<file path="src/assert_macros.svh">
// Assertion macros used by sfk_back.
`ifndef ASSERT_MACROS_SVH
`define ASSERT_MACROS_SVH

`define FK_ASSERT_IMP(lbl, clk, rst, ante, cons) \
   lbl: assert property (@(posedge clk) disable iff (rst) (ante) |-> (cons)) \
      else $error("implication check failed");

`define FK_ASSERT_NXT(lbl, clk, rst, ante, cons) \
   lbl: assert property (@(posedge clk) disable iff (rst) (ante) |=> (cons)) \
      else $error("next-cycle check failed");

`endif

</file>
<file path="src/sfk_pkg.sv">
`default_nettype none
package sfk_pkg;

   localparam int MAX_JOINTS   = 32;
   localparam int CORDIC_STEPS = 16;
   localparam int STEP_W       = $clog2(CORDIC_STEPS);
   localparam int PI_Q13       = 25736;
   localparam int TWO_PI_Q13   = 51472;
   localparam int HALF_PI_Q13  = 12868;
   localparam int ONE_Q14      = 16384;
   localparam logic signed [32:0] CORDIC_GAIN = 33'sd652032874;

   typedef enum logic {OP_JOINT, OP_CLEAR} op_type;

   typedef enum logic [2:0] {
      ST_IDLE, ST_CORDIC, ST_TRIG, ST_MUL1, ST_MUL2, ST_MT, ST_PROD, ST_SUM
   } fsm_type;

   typedef struct packed {
      op_type           op;
      logic             par_ok;
      logic [4:0]       joint;
      logic [4:0]       parent;
      logic [2:0][15:0] ang;
      logic [2:0][31:0] ofs;
   } cmd_type;

   typedef struct packed {
      logic [8:0][15:0] rot;
      logic [2:0][31:0] pos;
   } row_type;

   function automatic logic signed [19:0] atan_step(input logic [STEP_W-1:0] i);
      logic signed [19:0] r;
      case (i)
         4'd0:    r = 20'sd51472;
         4'd1:    r = 20'sd30385;
         4'd2:    r = 20'sd16054;
         4'd3:    r = 20'sd8150;
         4'd4:    r = 20'sd4091;
         4'd5:    r = 20'sd2047;
         4'd6:    r = 20'sd1024;
         4'd7:    r = 20'sd512;
         4'd8:    r = 20'sd256;
         4'd9:    r = 20'sd128;
         4'd10:   r = 20'sd64;
         4'd11:   r = 20'sd32;
         4'd12:   r = 20'sd16;
         4'd13:   r = 20'sd8;
         4'd14:   r = 20'sd4;
         4'd15:   r = 20'sd2;
         default: r = 20'sd0;
      endcase
      return r;
   endfunction

endpackage
`default_nettype wire

</file>
<file path="src/sfk_front.sv">
`default_nettype none
module sfk_front
   import sfk_pkg::*;
(
   input  wire logic         clock,
   input  wire logic         reset,
   input  wire logic         req_valid,
   output logic              req_ready,
   input  wire logic         req_kind,
   input  wire logic [4:0]   req_joint_index,
   input  wire logic [4:0]   req_parent_index,
   input  wire logic [15:0]  req_angle_x,
   input  wire logic [15:0]  req_angle_y,
   input  wire logic [15:0]  req_angle_z,
   input  wire logic [31:0]  req_offset_x,
   input  wire logic [31:0]  req_offset_y,
   input  wire logic [31:0]  req_offset_z,
   output logic              cmd_valid,
   output cmd_type           cmd,
   input  wire logic         cmd_pop
);

   cmd_type    buf_ff [2];
   logic       wr_ptr_ff, wr_ptr_in, rd_ptr_ff, rd_ptr_in;
   logic [1:0] count_ff, count_in;
   logic       push, keep;
   cmd_type    item;

   always_comb begin
      keep          = req_kind || (32'(req_joint_index) < MAX_JOINTS);
      item.op       = req_kind ? OP_CLEAR : OP_JOINT;
      item.par_ok   = (req_joint_index != 5'd0) && (32'(req_parent_index) < MAX_JOINTS);
      item.joint    = req_joint_index;
      item.parent   = req_parent_index;
      item.ang      = {req_angle_z, req_angle_y, req_angle_x};
      item.ofs      = {req_offset_z, req_offset_y, req_offset_x};
      req_ready     = (count_ff != 2'd2);
      push          = req_valid && req_ready && keep;
      wr_ptr_in     = wr_ptr_ff ^ push;
      rd_ptr_in     = rd_ptr_ff ^ cmd_pop;
      count_in      = count_ff + 2'(push) - 2'(cmd_pop);
      cmd_valid     = (count_ff != 2'd0);
      cmd           = buf_ff[rd_ptr_ff];
   end

   always_ff @(posedge clock) begin
      if (reset) begin
         wr_ptr_ff <= 1'b0;
         rd_ptr_ff <= 1'b0;
         count_ff  <= 2'd0;
      end else begin
         wr_ptr_ff <= wr_ptr_in;
         rd_ptr_ff <= rd_ptr_in;
         count_ff  <= count_in;
      end
   end

   always_ff @(posedge clock) begin
      if (push) begin
         buf_ff[wr_ptr_ff] <= item;
      end
   end

endmodule
`default_nettype wire

</file>
<file path="config.mk">
export PLATFORM = sky130hd
export DESIGN_NAME = sfk_front
export DESIGN_NICKNAME = d
export VERILOG_FILES = /design/src/assert_macros.svh /design/src/sfk_pkg.sv /design/src/sfk_front.sv
export SDC_FILE = /design/constraint.sdc
export NUM_CORES = 1
export LEC_CHECK = 0
export BUFFER_PORTS_ARGS = -buffer_cell sky130_fd_sc_hd__buf_2
export CAP_MARGIN = 20
export CORE_UTILIZATION = 40
export DETAILED_ROUTE_END_ITERATION = 6
export GPL_TIMING_DRIVEN = 0
export PLACE_DENSITY = 0.66
export SYNTH_ARGS = -nofsm -noshare
export SYNTH_HDL_FRONTEND = slang
export SYNTH_SLANG_ARGS = --single-unit
export TNS_END_PERCENT = 20
</file>
<file path="constraint.sdc">
create_clock -name clock -period 11.05 [get_ports clock]
set_clock_uncertainty 0.05 [all_clocks]
set_input_delay 2.21 -clock clock [delete_from_list [all_inputs] [get_ports clock]]
set_output_delay 2.21 -clock clock [all_outputs]
set_load 0.005 [all_outputs]
</file>
==> run summary <==
For the H-tree depth, the log shows 2. STA classifies the critical path startpoint as a flip-flop. The number of flip-flops and latches in the synthesized netlist is 316. The min-delay analysis places its worst path in the category flip-flop to flip-flop. The die covers 0.02948 mm². The routed layout has 5924 vias. For the sink count of the clock tree, the log shows 316.

The endpoint identified for the worst register-to-register timing path is buf_ff[1][105]$_DFFE_PP_. After layout, the worst setup slack is 6.929 ns. After clock tree synthesis, the repair step resized 0 gates. The post-synthesis instance area was 0.01152 mm²; the total of hold buffers inserted after clock tree synthesis was 0.

The headroom to the max-slew limit is 0.3817, and the final-report hold violation count is 0. The register area share after synthesis came out at 0.8204. At the placement stage, the worst setup path has a slack of 6.745 ns. Setup repair after global routing left no endpoint under its margin. The final cycle utilization of the critical path works out to 0.3729.

TritonCTS built the clock tree. The power per unit of standard cell area is 196.2 mW/mm². Final critical-path required period: 4.121 ns. Counting the buffers created by CTS gives 34. Once layout is complete, the cells apart from fillers number 1270. The total negative slack for setup checks came out at 0 ns. For this run, the leading register cell type out of synthesis is edfxtp_1. Sorting the synthesized cells by area gives the leading types as edfxtp_1 81%, mux2_2 15%, buf_6 1.3%, dfxtp_1 0.70%, ha_1 0.22%. The share of synthesized registers carrying an async set or reset was 0. Across the run, the number of max-cap violations was 0. The transition time of the tightest slew-check pin works out to 0.9252 ns. From left edge to right edge, the die measures 171.7 µm.

The tools report the floorplan core area as 0.02809 mm². Launching point of the worst reg2reg path: count_ff[0]$_SDFF_PP0_. The layout filler cell count was 2369; the worst-path maximum fanout was 10. Dominant cell by count in the synthesized netlist: edfxtp_1.

Before antenna repair, the detailed router went through 4 iterations. The via count of the first global-routing pass is 6115, and the peak clock frequency supported by timing is 0.2427 GHz. Once the clock tree was built, the setup fixing pass inserted 0 buffers.

The worst hold path passes through 2 cells. Detail-routed net length per standard cell: 17.48 µm. The tree is rooted in a clkbuf_16. The worst reg-to-reg path cell count works out to 6. The area growth from synthesis to layout is 28.55%.

Worst hold slack: 0.5956 ns. In this run the most critical hold path is launched from count_ff[1]$_SDFF_PP0_. The run finished with clean final reports.

After technology mapping, the gate count stands at 511. The final wirelength is 22200 µm, and the number of nets in the layout is 1031. The logs give 0.1295 mV for the peak ir drop on the vdd network and 0.1474 for the total track usage. Counting instances in the post-synthesis netlist gives the leading cell types as 312 x edfxtp_1, 157 x mux2_2, 13 x buf_6, 5 x nor2_1, 4 x dfxtp_1. A synthesized cell averages 22.54 µm². The congestion estimate from routability-driven global placement came to 0.7061. Setup violations remaining at the end of the flow were counted as 0. From bottom edge to top edge, the die measures 171.7 µm. By startpoint and endpoint, the worst setup path is classified as flip-flop to output pin. The run gives 1.86 ns as the data arrival time of the worst path. The clock transition time at the flip-flop clock pins of the worst setup and hold paths came out at 0.05 ns. Buffers placed on the I/O ports in this run total 316.

The detailed-route vias per instance was 4.665. The cell type of the slowest stage on the worst timing path was dfxtp_1. The share of post-route cells with drive strength above 1 came out at 0.6094. The largest total area in the synthesized netlist belongs to edfxtp_1.

The run gives 0 as the final-report max-slew violation count. The tools report the maximum count of clock buffers along a single path as 3. The initial antenna violation count is 1, and the count of synthesis-stage warnings from yosys is 0. For this design the top-level I/O count stands at 317. The remaining antenna violation count was 0; the portion of synthesized cell area occupied by the leading cell type was 0.8135. Synthesis produced a netlist with a net count of 672. The critical path goes through buf_4 -> buf_6 -> mux2_2 -> buf_2. The floorplan has 61 rows. The run gives 0 as the detailed-route DRC error count. The kind of end point of the critical path was an output pin. Entering global routing, the biggest net connects 60 pins. The total half-perimeter wirelength after legalization and detailed placement was 15260 µm; the unique cell type count in the Yosys netlist was 18. The number of synthesized flops with an enable pin came out at 312. The worst stage delay on the critical path was 0.37 ns; the number of design-rule violations left by the first detailed-router iteration was 280. The data required time of the critical path was 8.79 ns; the cell count after placement was 1212.

For the minimum setup slack among reg-to-reg paths, the log shows 8.61 ns. Summed over all cells, the static leakage comes to 5.506 nW. For the initial core utilization, the log shows 0.4101. The total overflow left after global routing is 0.

The first global-routing pass estimated 32660 µm of wire. For hold timing, the worst endpoint is count_ff[1]$_SDFF_PP0_. Clock latency on the worst-skew pair, taken at its later pin, is 0.50 ns.
-- metrics by stage --
step | cell area, µm² | util | total power [mW]
6_report | 14810 | 0.5271 | 2.905
5_1_grt | 14800 | 0.5270 | 3.023
4_1_cts | 14800 | 0.5270 | 2.951
3_5_place_dp | 13750 | 0.4897 | 1.869
3_3_place_gp | 13570 | 0.4832 | 1.882
2_1_floorplan | 11520 | - | 1.702
-- cells by family (layout without fill, tap and decap cells) --
kind of cell | after synthesis | after routing | share of synthesized area
flops | 316 | 316 | 0.8204
mux | 157 | 157 | 0.1535
buf+inv | 19 | 399 | 0.01553
simple gates | 13 | 13 | 0.005541
fa+ha+maj | 2 | 2 | 0.002172
compound gates | 2 | 2 | 0.001303
xor+xnor | 2 | 2 | 0.001521
other cells | 0 | 1 | 0
-- registers in the layout, summed over array words and instances (netlist names) --
name and flops:
buf_ff 312, rd_ptr_ff 1, count_ff 2, wr_ptr_ff 1
-- area by class of cell --
| type | instances | area (µm²) | share of cell area |
|---|---|---|---|
| buffer | 17 | 171.4 | 0.01158 |
| clock inverter | 14 | 142.6 | 0.009634 |
| antenna | 1 | 2.502 | 0.0001690 |
| multi-input combinational | 176 | 1909 | 0.1290 |
| timing repair buffer | 323 | 1744 | 0.1178 |
| sequential | 316 | 9449 | 0.6382 |
| clock buffer | 43 | 905.9 | 0.06119 |
| inverter | 2 | 7.507 | 0.0005071 |
| tap | 378 | 473.0 | 0.03194 |
-- power breakdown --
part | internal (mW) | leakage, nW | total (mW) | switching [mW]
clock network | 0.647 | 0.507 | 1.07 | 0.424
registers | 1.45 | 2.94 | 1.47 | 0.0221
logic | 0.180 | 2.06 | 0.360 | 0.180
-- how the worst max path moves through the flow --
| stage | slack [ns] | to | start | cells after the start |
|---|---|---|---|---|
| 6_report | 6.93 | cmd[77] | rd_ptr_ff$_SDFF_PP0_ | 4 |
| 5_1_grt | 6.81 | cmd[52] | rd_ptr_ff$_SDFF_PP0_ | 4 |
| 4_1_cts | 6.87 | cmd[48] | rd_ptr_ff$_SDFF_PP0_ | 4 |
| 3_5_place_dp | 6.74 | buf_ff[1][37]$_DFFE_PP_ | req_valid | 6 |
| 3_3_place_gp | -2.64 | buf_ff[1][37]$_DFFE_PP_ | req_valid | 3 |
| 2_1_floorplan | 1.55 | buf_ff[1][0]$_DFFE_PP_ | req_valid | 2 |
-- placed cells by master (no fill, tap or decap), types with 3 or more instances in the layout --
cell type  netlist  routed
buf_2            2     318
buf_12           0       4
clkinv_1         0       7
clkbuf_1         0       8
mux2_2         157     157
buf_16           0       3
edfxtp_1       312     312
buf_6           13      13
bufinv_16        0       3
nor2_1           5       4
dfxtp_1          4       4
clkbuf_16        0      35
-- worst max-delay path: cells and delay by family (launching register included) --
| kind | cells | cell delay (ns) |
|---|---|---|
| flops | 1 | 0.37 |
| mux | 1 | 0.35 |
| buf+inv | 3 | 0.62 |
-- metal layers --
layer  track usage  wire length [µm]  vias to the layer above
met1        0.1594              7990                     2869
met2        0.2595             11380                      229
met4       0.06444               718                        2
met5             0                13                        -
li1              -                 -                     2762
met3       0.05154              2105                       62
Power figures use the tool's default switching activity.
